==> src/olist_pkg.sv <==
`timescale 1ns / 1ps
// Shared types and codes for the ordered list engine.
// No dependencies; used by olist_cell and ordered_list_engine.
package olist_pkg;

   localparam int DATA_W   = 32;
   localparam int OPCODE_W = 3;
   localparam int STATUS_W = 2;
   localparam int COUNT_W  = 7;

   // Operation codes carried by a request transaction
   typedef enum logic [OPCODE_W-1:0] {
      OP_ADD_FRONT    = 3'd0,
      OP_ADD_BACK     = 3'd1,
      OP_REMOVE_FRONT = 3'd2,
      OP_REMOVE_BACK  = 3'd3,
      OP_REMOVE_VALUE = 3'd4,
      OP_FIND         = 3'd5,
      OP_CLEAR        = 3'd6
   } opcode_type;

   // Status codes carried by a response transaction
   typedef enum logic [STATUS_W-1:0] {
      STAT_OK        = 2'd0,
      STAT_FULL      = 2'd1,
      STAT_EMPTY     = 2'd2,
      STAT_NOT_FOUND = 2'd3
   } status_type;

   // Per-cycle command broadcast to every cell of the chain
   typedef enum logic [2:0] {
      CMD_HOLD       = 3'd0,
      CMD_MATCH      = 3'd1,
      CMD_PUSH_FRONT = 3'd2,
      CMD_PUSH_BACK  = 3'd3,
      CMD_POP_FRONT  = 3'd4,
      CMD_DELETE     = 3'd5
   } cell_cmd_type;

   typedef struct packed {
      cell_cmd_type             cmd;
      logic signed [DATA_W-1:0] value;
   } cell_ctrl_type;

   typedef struct packed {
      logic [OPCODE_W-1:0]      opcode;
      logic signed [DATA_W-1:0] value;
   } req_type;

   typedef struct packed {
      logic [STATUS_W-1:0]      status;
      logic                     found;
      logic [COUNT_W-1:0]       count;
      logic signed [DATA_W-1:0] first_value;
      logic signed [DATA_W-1:0] last_value;
   } rsp_type;

endpackage

==> src/olist_cell.sv <==
`timescale 1ns / 1ps
// One storage cell of the list chain: holds one entry and its match flag.
// Depends on olist_pkg for the command struct.
module olist_cell #(
   parameter int IDX   = 0,
   parameter int CNT_W = 7
) (
   input  logic                                clock,
   input  logic                                reset,
   input  olist_pkg::cell_ctrl_type            ctrl,
   input  logic [CNT_W-1:0]                    count,
   input  logic signed [olist_pkg::DATA_W-1:0] lower_data,
   input  logic signed [olist_pkg::DATA_W-1:0] upper_data,
   input  logic                                seen_in,
   input  logic signed [olist_pkg::DATA_W-1:0] tail_in,
   output logic signed [olist_pkg::DATA_W-1:0] data_out,
   output logic                                seen_out,
   output logic signed [olist_pkg::DATA_W-1:0] tail_out
);

   localparam logic [CNT_W-1:0] MY_IDX  = CNT_W'(IDX);
   localparam logic [CNT_W-1:0] MY_NEXT = CNT_W'(IDX + 1);

   logic signed [olist_pkg::DATA_W-1:0] data_ff, data_in;
   logic                                hit_ff, hit_in;
   logic                                occupied;
   logic                                is_tail;

   assign occupied = MY_IDX < count;
   assign is_tail  = count == MY_NEXT;

   // Pass the first-match mark and the tail value up the chain
   assign seen_out = seen_in | hit_ff;
   assign tail_out = tail_in | (is_tail ? data_ff : '0);
   assign data_out = data_ff;

   // Select the next entry from the broadcast command
   always_comb begin
      data_in = data_ff;
      hit_in  = hit_ff;
      unique case (ctrl.cmd)
         olist_pkg::CMD_MATCH: begin
            hit_in = occupied && (data_ff == ctrl.value);
         end
         olist_pkg::CMD_PUSH_FRONT: begin
            data_in = (IDX == 0) ? ctrl.value : lower_data;
         end
         olist_pkg::CMD_PUSH_BACK: begin
            if (count == MY_IDX) data_in = ctrl.value;
         end
         olist_pkg::CMD_POP_FRONT: begin
            data_in = upper_data;
         end
         olist_pkg::CMD_DELETE: begin
            if (seen_in || hit_ff) data_in = upper_data;
         end
         default: begin
         end
      endcase
   end

   always_ff @(posedge clock) begin
      data_ff <= data_in;
   end

   always_ff @(posedge clock) begin
      if (reset) begin
         hit_ff <= 1'b0;
      end else begin
         hit_ff <= hit_in;
      end
   end

endmodule

==> config.mk <==
export PLATFORM = sky130hd
export DESIGN_NAME = olist_cell
export DESIGN_NICKNAME = d
export VERILOG_FILES = /design/src/olist_pkg.sv /design/src/olist_cell.sv
export SDC_FILE = /design/constraint.sdc
export NUM_CORES = 1
export LEC_CHECK = 0
export BUFFER_PORTS_ARGS = -buffer_cell sky130_fd_sc_hd__buf_2
export CORE_MARGIN = 5
export CORE_UTILIZATION = 33
export DETAILED_ROUTE_END_ITERATION = 10
export GPL_TIMING_DRIVEN = 0
export HOLD_SLACK_MARGIN = 0.06
export PLACE_DENSITY_LB_ADDON = 0.1
export SLEW_MARGIN = 20
export SYNTH_ARGS = -nofsm -noshare
export SYNTH_HDL_FRONTEND = slang
export SYNTH_SLANG_ARGS = --single-unit
==> constraint.sdc <==
create_clock -name clock -period 3.2 [get_ports clock]
set_clock_uncertainty 0.05 [all_clocks]
set_input_delay 0.64 -clock clock [delete_from_list [all_inputs] [get_ports clock]]
set_output_delay 0.64 -clock clock [all_outputs]
set_load 0.03 [all_outputs]
==> report_table.html, run 1 <==
<table>
<tr><th>Metric</th><th>Value</th></tr>
<tr><th colspan="2">Status</th></tr>
<tr><td>Run status</td><td>completed</td></tr>
<tr><th colspan="2">CTS</th></tr>
<tr><td>Root buffer selected by CTS</td><td>clkbuf_8</td></tr>
<tr><td>Number of levels the H-tree was split into</td><td>2</td></tr>
<tr><td>Number of clock buffers inserted by TritonCTS</td><td>5</td></tr>
<tr><td>Clock tree from TritonCTS</td><td>yes</td></tr>
<tr><td>Number of buffers added to fix hold violations after cts</td><td>0</td></tr>
<tr><td>Clock transition time at the flip-flop clock pins of the worst setup and hold paths</td><td>70 ps</td></tr>
<tr><td># Post-CTS Setup Buffers</td><td>0</td></tr>
<tr><td>Source-to-sink clock delay at the later pin of the worst-skew pair</td><td>280 ps</td></tr>
<tr><td>Buffers from clock root to sink, at most</td><td>2</td></tr>
<tr><td>CTS sink count</td><td>33</td></tr>
<tr><td>Post_cts resized</td><td>0</td></tr>
<tr><th colspan="2">Detailed routing</th></tr>
<tr><td>Detail Route Antenna Nets</td><td>0</td></tr>
<tr><td>Met3 wire length</td><td>649 um</td></tr>
<tr><td>Via/cell ratio</td><td>4.69</td></tr>
<tr><td>Post-DR wirelength/cell</td><td>16.4 um</td></tr>
<tr><td>Highest metal layer with signal wires</td><td>met4</td></tr>
<tr><td>Total routed wire length on the met1 layer</td><td>2690 um</td></tr>
<tr><td>Routed Wire Length</td><td>6890 um</td></tr>
<tr><td>Drc violations</td><td>0</td></tr>
<tr><td>Number of vias in the routed layout</td><td>1967</td></tr>
<tr><td>Detailed-routing iteration count for the pre-antenna-repair pass</td><td>4</td></tr>
<tr><td>DRC marker count from the first detailed-route iteration</td><td>47</td></tr>
<tr><td>Amount of wire on met2 after detailed routing</td><td>3490 um</td></tr>
<tr><th colspan="2">Timing</th></tr>
<tr><td>Endpoints failing hold</td><td>0</td></tr>
<tr><td>Final critical-path share of the clock period</td><td>0.882</td></tr>
<tr><td>Worst rel slew slack</td><td>0.501</td></tr>
<tr><td>Setup violations, final</td><td>0</td></tr>
<tr><td>Final critical delay including setup and external delays</td><td>2820 ps</td></tr>
<tr><td>Pins Over Slew Limit</td><td>0</td></tr>
<tr><td>Fmax</td><td>354 MHz</td></tr>
<tr><td>Unrepaired setup endpoints after global routing</td><td>no</td></tr>
<tr><td>Worst-Margin Slew</td><td>748 ps</td></tr>
<tr><th colspan="2">Cells and area</th></tr>
<tr><td>Layout Cells excl Fill</td><td>419</td></tr>
<tr><td>Count of filler cells inserted in the layout</td><td>603</td></tr>
<tr><td>Layout area overhead</td><td>52.4%</td></tr>
<tr><td>N_diodes</td><td>0</td></tr>
<tr><td>Final-stage net count</td><td>484</td></tr>
<tr><td>Layout cell share with drive strength beyond 1</td><td>0.645</td></tr>
<tr><th colspan="2">Setup path</th></tr>
<tr><td>Data arrival time of the critical path</td><td>2130 ps</td></tr>
<tr><td>Required time of the worst setup path</td><td>2510 ps</td></tr>
<tr><td>Worst setup path class</td><td>primary input to output pin</td></tr>
<tr><td>Critical Path Sink Type</td><td>output pin</td></tr>
<tr><td>Maximum fanout along the worst path</td><td>10</td></tr>
<tr><td>Startpoint type of the worst setup path</td><td>primary input</td></tr>
<tr><th colspan="2">Global routing</th></tr>
<tr><td>Largest net degree at the start of global routing</td><td>21</td></tr>
<tr><td>First-pass GRT wire length</td><td>9830 um</td></tr>
<tr><td>Antenna violations before repair</td><td>0</td></tr>
<tr><td>Total routing resource utilization after global routing</td><td>0.167</td></tr>
<tr><td>Number of global-route vias before repair</td><td>1997</td></tr>
<tr><td>Total gr overflow</td><td>0</td></tr>
<tr><th colspan="2">Placed design</th></tr>
<tr><td>Placed cell count</td><td>411</td></tr>
<tr><td>Half-perimeter wire length after placement</td><td>5570 um</td></tr>
<tr><td>I/O Buffers</td><td>173</td></tr>
<tr><td>GPL Wtd Cong</td><td>0.702</td></tr>
<tr><th colspan="2">Floorplan</th></tr>
<tr><td>Die Footprint</td><td>0.00792 sq mm</td></tr>
<tr><td>Number of I/O pins</td><td>206</td></tr>
<tr><td>Placeable core region</td><td>0.00599 sq mm</td></tr>
<tr><td>Vertical extent of the die</td><td>89.0 um</td></tr>
<tr><td>Placement row count</td><td>28</td></tr>
<tr><td>Chip width</td><td>89.0 um</td></tr>
<tr><td>Effective utilization at floorplan</td><td>0.344</td></tr>
<tr><th colspan="2">Power</th></tr>
<tr><td>PnR Total Power</td><td>0.00130 W</td></tr>
<tr><td>Leakage Power</td><td>1.60 nW</td></tr>
<tr><td>Worst IR drop on VDD</td><td>0.199 mV</td></tr>
<tr><td>Total power density per cell area</td><td>413 mW/mm^2</td></tr>
<tr><th colspan="2">Yosys</th></tr>
<tr><td>Top cells by area in the synthesized netlist</td><td>edfxtp_1 47%, mux2_2 18%, a21o_1 12%</td></tr>
<tr><td>Number of library cell types mapped by synthesis</td><td>22</td></tr>
<tr><td>Avg Cell Area, Syn</td><td>12.7 sq um</td></tr>
<tr><td>Share of synthesized area occupied by flip-flops and latches</td><td>0.477</td></tr>
<tr><td>Area of the mapped netlist</td><td>0.00206 sq mm</td></tr>
<tr><td>Synth Warn #</td><td>0</td></tr>
<tr><td>Syn_nets</td><td>303</td></tr>
<tr><td>Fraction of synthesized cell area taken by the top area cell type</td><td>0.467</td></tr>
<tr><td>Number of cells produced by synthesis</td><td>162</td></tr>
<tr><td>Top cell type by total area after synthesis</td><td>edfxtp_1</td></tr>
<tr><td>Synthesis-stage register bit count</td><td>33</td></tr>
<tr><th colspan="2">Job</th></tr>
<tr><td>Max_cap viols</td><td>0</td></tr>
<tr><th colspan="2">Min path</th></tr>
<tr><td>Hold crit path type</td><td>flip-flop to flip-flop</td></tr>
</table>
==> power breakdown <==
group	switching [W]	internal (W)	total, W	leakage (nW)
clock network	0.000150	0.000176	0.000325	0.0455
registers	0.0000383	0.000529	0.000567	0.310
logic	0.000237	0.000166	0.000403	1.25
total	0.000425	0.000870	0.00130	1.60
==> cell usage after synthesis <==
library cell and number:
and3_1 1, mux2_2 32, dfxtp_1 1, nand2_1 1, or2_2 1, o31ai_2 1
xor2_1 26, nand3b_1 2, a21o_1 32, clkbuf_1 2, inv_1 1, nand4_1 3
nor4_1 7, a21bo_2 1, nor2_1 3, or3_1 1, o22ai_1 1, or2b_1 1
xnor2_1 6, buf_2 6, edfxtp_1 32, or4_1 1
==> sequential cells by signal, summed over array words and instances (netlist names) <==
| signal | cells |
|---|---|
| hit_ff | 1 |
| data_out | 32 |
==> cells by family after synthesis <==
kind of cell / synth area share
buffers and inverters: 0.0201
AND/OR/NAND/NOR: 0.0614
multiplexers: 0.175
XOR/XNOR: 0.136
AO/OA/AOI/OAI: 0.131
flip-flops: 0.477
==> critical path: stages <==
cell and delay, ps:
buf_2 100, nor4_1 350, and3_1 200, clkbuf_1 160
buf_2 320, a21o_1 160, buf_2 190
==> area by class of cell <==
type,instances,area [sq um],area share
Timing Repair Buffer,174,881,0.281
Tap cell,75,93.8,0.0299
Sequential cell,33,981,0.313
Inverter,1,3.75,0.00120
Clock buffer,8,90.1,0.0287
Multi-Input combinational cell,120,1050,0.335
Buffer,8,37.5,0.0120
==> final timing paths <==
check                 from      endpoint  slack [ps]  cells past startpoint
setup reg to reg    hit_ff   data_out[9]        1530                      4
hold reg to reg     hit_ff        hit_ff         450                      2
setup / recovery  count[1]  tail_out[23]         380                      7
hold / removal      hit_ff        hit_ff         450                      2
==> metrics by stage <==
step                      instance area, sq um  setup TNS, ps   util  setup WS [ps]  hold WS, ps
final                                     3140              0  0.524            377          449
after global routing                      3140              0  0.524            226          472
after CTS                                 3140              0  0.524            347          447
after detailed placement                  3050              0  0.509            360          434
after global placement                    3020          -3160  0.505          -99.8          431
after floorplan                           2060              0      -            563          418
==> cell usage in the layout, fill, tap and decap left out, drive strengths merged, types with 2 or more instances in the layout <==
cell    Yosys  layout
nand4       3       3
nor2        3       3
clkbuf      2      10
xor2       26      26
nor4        7       7
mux2       32      32
xnor2       6       6
nand3b      2       2
a21o       32      32
buf         6     180
edfxtp     32      32
==> routing by layer <==
layer,up-vias,track usage
li1,969,-
met1,896,0.200
met2,96,0.300
met3,6,0.0461
met4,0,0.0365
met5,-,0
Power figures use the tool's default switching activity.
==> run 2, diff against run 1 <==
Settings changed: BUFFER_PORTS_ARGS -buffer_cell sky130_fd_sc_hd__buf_2 to unset, CORE_AREA set to 2 2 80 82, CORE_MARGIN 5 to unset, CORE_UTILIZATION 33 to unset, DIE_AREA set to 0 0 82 84, DONT_BUFFER_PORTS set to 1.
==> run 2 against run 1 <==
Net effect:
- die area decreased by 13%
- critical endpoint is now tail_out[25]
- routed wire length decreased by 19%
- critical path type unchanged
- largest power group unchanged
- largest cell class unchanged
- final cell count decreased by 41%
- global-route usage decreased by 0.88 points
- clock power decreased by 7.1%
- critical path depth decreased by 2
- total power decreased by 11%
==> report_table.html, run 2 (synthesized netlist as in run 1, its figures left out) <==
<table>
<tr><th>Metric</th><th>Value</th></tr>
<tr><th colspan="2">Floorplan</th></tr>
<tr><td>Chip width</td><td>82 um</td></tr>
<tr><td>Number of I/O pins</td><td>206</td></tr>
<tr><td>Effective utilization at floorplan</td><td>0.338</td></tr>
<tr><td>Placement row count</td><td>29</td></tr>
<tr><td>Placeable core region</td><td>0.00610 sq mm</td></tr>
<tr><td>Die Footprint</td><td>0.00689 sq mm</td></tr>
<tr><td>Vertical extent of the die</td><td>84 um</td></tr>
<tr><th colspan="2">Detailed routing</th></tr>
<tr><td>Post-DR wirelength/cell</td><td>22.5 um</td></tr>
<tr><td>Via/cell ratio</td><td>5.58</td></tr>
<tr><td>Number of vias in the routed layout</td><td>1383</td></tr>
<tr><td>DRC marker count from the first detailed-route iteration</td><td>29</td></tr>
<tr><td>Detailed-routing iteration count for the pre-antenna-repair pass</td><td>3</td></tr>
<tr><td>Detail Route Antenna Nets</td><td>0</td></tr>
<tr><td>Routed Wire Length</td><td>5580 um</td></tr>
<tr><td>Drc violations</td><td>0</td></tr>
<tr><th colspan="2">Global routing</th></tr>
<tr><td>Number of global-route vias before repair</td><td>1483</td></tr>
<tr><td>Total gr overflow</td><td>0</td></tr>
<tr><td>Total routing resource utilization after global routing</td><td>0.158</td></tr>
<tr><td>Antenna violations before repair</td><td>0</td></tr>
<tr><td>First-pass GRT wire length</td><td>7750 um</td></tr>
<tr><td>Largest net degree at the start of global routing</td><td>22</td></tr>
<tr><th colspan="2">Power</th></tr>
<tr><td>Worst IR drop on VDD</td><td>0.215 mV</td></tr>
<tr><td>Total power density per cell area</td><td>506 mW/mm^2</td></tr>
<tr><td>Leakage Power</td><td>0.926 nW</td></tr>
<tr><td>Combinational fraction of design power</td><td>0.168</td></tr>
<tr><td>Switching share of power</td><td>0.337</td></tr>
<tr><td>Flop pwr share</td><td>0.570</td></tr>
<tr><td>Total internal power</td><td>0.000764 W</td></tr>
<tr><td>Psw</td><td>0.000389 W</td></tr>
<tr><td>Clock power share</td><td>0.262</td></tr>
<tr><th colspan="2">CTS</th></tr>
<tr><td>Post_cts resized</td><td>0</td></tr>
<tr><td>Number of clock buffers inserted by TritonCTS</td><td>5</td></tr>
<tr><td>Number of buffers added to fix hold violations after cts</td><td>0</td></tr>
<tr><td>Buffers from clock root to sink, at most</td><td>2</td></tr>
<tr><td>Clock transition time at the flip-flop clock pins of the worst setup and hold paths</td><td>70 ps</td></tr>
<tr><td>Clock tree from TritonCTS</td><td>yes</td></tr>
<tr><td># Post-CTS Setup Buffers</td><td>0</td></tr>
<tr><td>Source-to-sink clock delay at the later pin of the worst-skew pair</td><td>280 ps</td></tr>
<tr><td>Number of levels the H-tree was split into</td><td>2</td></tr>
<tr><td>CTS sink count</td><td>33</td></tr>
<tr><td>Root buffer selected by CTS</td><td>clkbuf_8</td></tr>
<tr><th colspan="2">Cells and area</th></tr>
<tr><td>Design Area, Final</td><td>0.00228 sq mm</td></tr>
<tr><td>Largest register FFs</td><td>32</td></tr>
<tr><td>Final-stage net count</td><td>311</td></tr>
<tr><td>Layout area overhead</td><td>10.7%</td></tr>
<tr><td>Layout cell share with drive strength beyond 1</td><td>0.292</td></tr>
<tr><td>Most frequent cells in the layout</td><td>32 x mux2_2, 32 x a21o_1, 32 x edfxtp_1, 26 x xor2_1, 7 x nor4_1</td></tr>
<tr><td>Count of filler cells inserted in the layout</td><td>604</td></tr>
<tr><td>N_diodes</td><td>0</td></tr>
<tr><th colspan="2">Timing</th></tr>
<tr><td>Final critical-path share of the clock period</td><td>0.847</td></tr>
<tr><td>Worst-Margin Slew</td><td>534 ps</td></tr>
<tr><td>Worst rel slew slack</td><td>0.644</td></tr>
<tr><td>Endpoints failing hold</td><td>0</td></tr>
<tr><td>Setup violations, final</td><td>0</td></tr>
<tr><td>Unrepaired setup endpoints after global routing</td><td>no</td></tr>
<tr><td>Final critical delay including setup and external delays</td><td>2710 ps</td></tr>
<tr><td>Fin Setup TNS</td><td>0 ps</td></tr>
<tr><td>Pins Over Slew Limit</td><td>0</td></tr>
<tr><td>Fmax</td><td>369 MHz</td></tr>
<tr><th colspan="2">Setup path</th></tr>
<tr><td>Critical path, cell by cell</td><td>nor4_1, and3_1, clkbuf_1, buf_2, a21o_1</td></tr>
<tr><td>Logic depth of the worst path, buffers included</td><td>5</td></tr>
<tr><td>Gate family responsible for the most delay along the worst path</td><td>simple AND/OR/NAND/NOR gates</td></tr>
<tr><td>Data arrival time of the critical path</td><td>2020 ps</td></tr>
<tr><td>Maximum fanout along the worst path</td><td>10</td></tr>
<tr><td>Critical Path Sink Type</td><td>output pin</td></tr>
<tr><td>Number of buffers and inverters on the critical path</td><td>2</td></tr>
<tr><td>Worst setup path class</td><td>primary input to output pin</td></tr>
<tr><td>Critical path's largest stage delay</td><td>330 ps</td></tr>
<tr><td>Required time of the worst setup path</td><td>2510 ps</td></tr>
<tr><td>Cell count of the worst reg-to-reg path</td><td>4</td></tr>
<tr><td>Slowest stage cell on the critical path</td><td>nor4_1</td></tr>
<tr><td>Startpoint type of the worst setup path</td><td>primary input</td></tr>
<tr><th colspan="2">Placed design</th></tr>
<tr><td>Area post-placement</td><td>0.00220 sq mm</td></tr>
<tr><td>Half-perimeter wire length after placement</td><td>4450 um</td></tr>
<tr><td>I/O Buffers</td><td>0</td></tr>
<tr><td>GPL Wtd Cong</td><td>0.703</td></tr>
<tr><th colspan="2">Job</th></tr>
<tr><td>Max_cap viols</td><td>0</td></tr>
<tr><th colspan="2">Status</th></tr>
<tr><td>Run status</td><td>completed</td></tr>
<tr><th colspan="2">Min path</th></tr>
<tr><td>Hold crit path type</td><td>flip-flop to flip-flop</td></tr>
<tr><td>Depth of the worst hold-timing path</td><td>2</td></tr>
</table>
[run 2: cell count changes in the layout (fill, tap and decap cells not counted)]
cell,before,now
buf_16,0,1
buf_2,179,6
buf_8,1,0
clkbuf_1,4,3
clkbuf_8,6,5
clkinv_2,0,2
[run 2: through the flow]
step | worst slack (ps) | cells | util | power [W] | hold slack (ps)
detailed placement | 483 | 240 | 0.360 | 0.000864 | 448
global route | 330 | 248 | 0.374 | 0.00120 | 467
floorplan | 563 | 162 | - | 0.000818 | 418
CTS | 473 | 248 | 0.374 | 0.00117 | 458
global placement | 63.8 | 239 | 0.354 | 0.000853 | 439
finish | 488 | 248 | 0.374 | 0.00115 | 449
[run 2: worst paths after layout]
check	from	slack, ps	to
max	count[1]	490	tail_out[25]
max reg2reg	data_out[24]	1400	hit_ff
min reg2reg	hit_ff	450	hit_ff
min	hit_ff	450	hit_ff
[run 2: final cells by class]
type | instances | area, sq um | share of cell area
clock inverters | 2 | 10.0 | 0.00439
well taps | 77 | 96.3 | 0.0423
flip-flops and latches | 33 | 981 | 0.431
plain buffers | 8 | 37.5 | 0.0165
inverters | 1 | 3.75 | 0.00165
repair buffers | 1 | 27.5 | 0.0121
multi-input cells | 120 | 1050 | 0.461
clock buffers | 6 | 72.6 | 0.0319
[run 2: tightest hold or removal path: cells and delay by family, from the launching register on]
family	cells	cell delay [ps]
AND/OR/NAND/NOR	1	90
AO/OA/AOI/OAI	1	60
flip-flops	1	310
[run 2: metal layers]
metal / GRT usage / share of wire / up-vias
li1: - / - / 622
met1: 0.167 / 0.37 / 655
met3: 0.0584 / 0.090 / 4
met5: 0 / 0 / -
met2: 0.288 / 0.53 / 102
met4: 0.0409 / 0.0086 / 0
[run 2: power groups by stage]
stage / clock, W / sequential (W) / combinational (W)
floorplan: 0 / 0.000656 / 0.000162
global placement: 0 / 0.000667 / 0.000186
detailed placement: 0 / 0.000667 / 0.000197
CTS: 0.000311 / 0.000658 / 0.000197
global route: 0.000329 / 0.000665 / 0.000210
finish: 0.000302 / 0.000657 / 0.000193
==> run 3, diff against run 2 <==
Clock period 3.2 ns to 2.5 ns, I/O delays scaled along.
==> run 3 against run 2 <==
Net effect:
- worst setup slack worse by 320 ps
- routed wire length is 0.25% higher
- sequential cell count did not move
- core utilization up 0.74 points
- critical path depth did not move
- combinational power rose by 32%
- clock power grew 28%
- first-iteration DRC count up 41%
- count of clock-buffer cells in the layout stayed put
- register-to-register slack got worse by 700 ps
==> report_table.html, run 3 (synthesized netlist as in run 1, its figures left out) <==
<table>
<tr><th>Metric</th><th>Value</th></tr>
<tr><th colspan="2">Status</th></tr>
<tr><td>Run status</td><td>completed</td></tr>
<tr><th colspan="2">Job</th></tr>
<tr><td>Max_cap viols</td><td>0</td></tr>
<tr><th colspan="2">CTS</th></tr>
<tr><td>Source-to-sink clock delay at the later pin of the worst-skew pair</td><td>280 ps</td></tr>
<tr><td># Post-CTS Setup Buffers</td><td>0</td></tr>
<tr><td>Number of buffers added to fix hold violations after cts</td><td>0</td></tr>
<tr><td>Clock tree from TritonCTS</td><td>yes</td></tr>
<tr><td>Post_cts resized</td><td>0</td></tr>
<tr><td>Root buffer selected by CTS</td><td>clkbuf_8</td></tr>
<tr><td>Number of clock buffers inserted by TritonCTS</td><td>5</td></tr>
<tr><td>Number of levels the H-tree was split into</td><td>2</td></tr>
<tr><td>Buffers from clock root to sink, at most</td><td>2</td></tr>
<tr><td>Clock transition time at the flip-flop clock pins of the worst setup and hold paths</td><td>70 ps</td></tr>
<tr><td>CTS sink count</td><td>33</td></tr>
<tr><th colspan="2">Min path</th></tr>
<tr><td>Start point of the worst min-delay path</td><td>reset</td></tr>
<tr><td>Depth of the worst hold-timing path</td><td>2</td></tr>
<tr><td>Hold crit path type</td><td>primary input to flip-flop</td></tr>
<tr><th colspan="2">Cells and area</th></tr>
<tr><td>Final-stage net count</td><td>311</td></tr>
<tr><td>Layout cell share with drive strength beyond 1</td><td>0.468</td></tr>
<tr><td>Most frequent cells in the layout</td><td>32 x mux2_2, 32 x edfxtp_1, 30 x a21o_2, 26 x xor2_1, 7 x nor4_1</td></tr>
<tr><td>Design Area, Final</td><td>0.00232 sq mm</td></tr>
<tr><td>Final core occ</td><td>0.381</td></tr>
<tr><td>Count of filler cells inserted in the layout</td><td>601</td></tr>
<tr><td>Layout area overhead</td><td>12.9%</td></tr>
<tr><td>Largest register FFs</td><td>32</td></tr>
<tr><td>Area of the multi-input gates</td><td>0.00109 sq mm</td></tr>
<tr><td>Register area</td><td>981 sq um</td></tr>
<tr><td>N_diodes</td><td>0</td></tr>
<tr><th colspan="2">Timing</th></tr>
<tr><td>Worst-Margin Slew</td><td>529 ps</td></tr>
<tr><td>Unrepaired setup endpoints after global routing</td><td>no</td></tr>
<tr><td>Worst hold margin</td><td>363 ps</td></tr>
<tr><td>Final critical-path share of the clock period</td><td>0.932</td></tr>
<tr><td>Fmax</td><td>429 MHz</td></tr>
<tr><td>Pins Over Slew Limit</td><td>0</td></tr>
<tr><td>Final critical delay including setup and external delays</td><td>2330 ps</td></tr>
<tr><td>Worst rel slew slack</td><td>0.647</td></tr>
<tr><td>Setup violations, final</td><td>0</td></tr>
<tr><td>Fin Setup TNS</td><td>0 ps</td></tr>
<tr><td>Endpoints failing hold</td><td>0</td></tr>
<tr><th colspan="2">Detailed routing</th></tr>
<tr><td>DRC marker count from the first detailed-route iteration</td><td>41</td></tr>
<tr><td>Via/cell ratio</td><td>5.57</td></tr>
<tr><td>Post-DR wirelength/cell</td><td>22.6 um</td></tr>
<tr><td>Routed Wire Length</td><td>5600 um</td></tr>
<tr><td>Detail Route Antenna Nets</td><td>0</td></tr>
<tr><td>Detailed-routing iteration count for the pre-antenna-repair pass</td><td>4</td></tr>
<tr><td>Number of vias in the routed layout</td><td>1381</td></tr>
<tr><td>Drc violations</td><td>0</td></tr>
<tr><th colspan="2">Floorplan</th></tr>
<tr><td>Effective utilization at floorplan</td><td>0.338</td></tr>
<tr><td>Die Footprint</td><td>0.00689 sq mm</td></tr>
<tr><td>Vertical extent of the die</td><td>84 um</td></tr>
<tr><td>Placement row count</td><td>29</td></tr>
<tr><td>Placeable core region</td><td>0.00610 sq mm</td></tr>
<tr><td>Chip width</td><td>82 um</td></tr>
<tr><td>Number of I/O pins</td><td>206</td></tr>
<tr><th colspan="2">Setup path</th></tr>
<tr><td>Critical Path Sink Type</td><td>output pin</td></tr>
<tr><td>Data arrival time of the critical path</td><td>1780 ps</td></tr>
<tr><td>Worst setup path class</td><td>primary input to output pin</td></tr>
<tr><td>Maximum fanout along the worst path</td><td>10</td></tr>
<tr><td>Cell count of the worst reg-to-reg path</td><td>4</td></tr>
<tr><td>Beginning of the worst register-to-register path</td><td>data_out[24]</td></tr>
<tr><td>Logic depth of the worst path, buffers included</td><td>5</td></tr>
<tr><td>Slowest stage cell on the critical path</td><td>nor4_1</td></tr>
<tr><td>Required time of the worst setup path</td><td>1950 ps</td></tr>
<tr><td>Startpoint type of the worst setup path</td><td>primary input</td></tr>
<tr><td>Critical path's largest stage delay</td><td>330 ps</td></tr>
<tr><td>Gate family responsible for the most delay along the worst path</td><td>simple AND/OR/NAND/NOR gates</td></tr>
<tr><td>Critical path, cell by cell</td><td>nor4_1, and3_1, clkbuf_1, clkbuf_4, a21o_2</td></tr>
<tr><td>Number of buffers and inverters on the critical path</td><td>2</td></tr>
<tr><td>CP startpoint</td><td>count[1]</td></tr>
<tr><td>Slack of the worst reg-to-reg path</td><td>700 ps</td></tr>
<tr><th colspan="2">Global routing</th></tr>
<tr><td>Total gr overflow</td><td>0</td></tr>
<tr><td>Total routing resource utilization after global routing</td><td>0.158</td></tr>
<tr><td>Number of global-route vias before repair</td><td>1483</td></tr>
<tr><td>Antenna violations before repair</td><td>0</td></tr>
<tr><td>First-pass GRT wire length</td><td>7750 um</td></tr>
<tr><td>Largest net degree at the start of global routing</td><td>22</td></tr>
<tr><th colspan="2">Power</th></tr>
<tr><td>Total power density per cell area</td><td>638 mW/mm^2</td></tr>
<tr><td>Worst IR drop on VDD</td><td>0.276 mV</td></tr>
<tr><td>Leakage Power</td><td>0.887 nW</td></tr>
<tr><th colspan="2">Placed design</th></tr>
<tr><td>GPL Wtd Cong</td><td>0.703</td></tr>
<tr><td>Half-perimeter wire length after placement</td><td>4450 um</td></tr>
<tr><td>Area post-placement</td><td>0.00220 sq mm</td></tr>
<tr><td>I/O Buffers</td><td>0</td></tr>
</table>
==> run 3: cell types whose count changed in the layout (fill, tap and decap cells not counted), sizes merged <==
cell,change
clkbuf,+3
buf,-3
==> run 3: path summary, 6_finish.rpt <==
| path | endpoint |
|---|---|
| max reg2reg | hit_ff |
| min | hit_ff |
| min reg2reg | hit_ff |
| max | tail_out[25] |
==> run 3: worst reg2reg max path, cell delays in order (launching register included) <==
cell and delay (ps):
edfxtp_1 550, xor2_1 220, nor4_1 420, nand4_1 220
o31ai_2 260
==> run 3: routing by layer <==
metal | track usage | up-vias | wire, um
li1 | - | 623 | -
met1 | 0.167 | 648 | 2020
met2 | 0.288 | 106 | 2990
met3 | 0.0584 | 4 | 535
met4 | 0.0409 | 0 | 48
met5 | 0 | - | 0
==> run 3: area by class of cell <==
class                   count  area share
repair buffers              1      0.0118
clock inverters             2     0.00431
plain buffers               8      0.0194
well taps                  77      0.0415
flip-flops and latches     33       0.422
clock buffers               6      0.0312
multi-input cells         120       0.468
inverters                   1     0.00162
==> run 3: through the flow <==
step | total power [W] | setup WS [ps] | std cells
after floorplan | 0.00105 | 3.08 | 162
after global placement | 0.00109 | -496 | 239
after detailed placement | 0.00111 | 62.7 | 240
after CTS | 0.00149 | 53.4 | 248
after global routing | 0.00155 | 26.2 | 248
final | 0.00148 | 171 | 248
==> run 3: report_power, final <==
group / total (W) / switching, W / internal (W) / leakage (nW)
clock network: 0.000388 / 0.000195 / 0.000193 / 0.0450
registers: 0.000841 / 0.000163 / 0.000679 / 0.310
logic: 0.000254 / 0.000141 / 0.000113 / 0.532
total: 0.00148 / 0.000499 / 0.000984 / 0.887
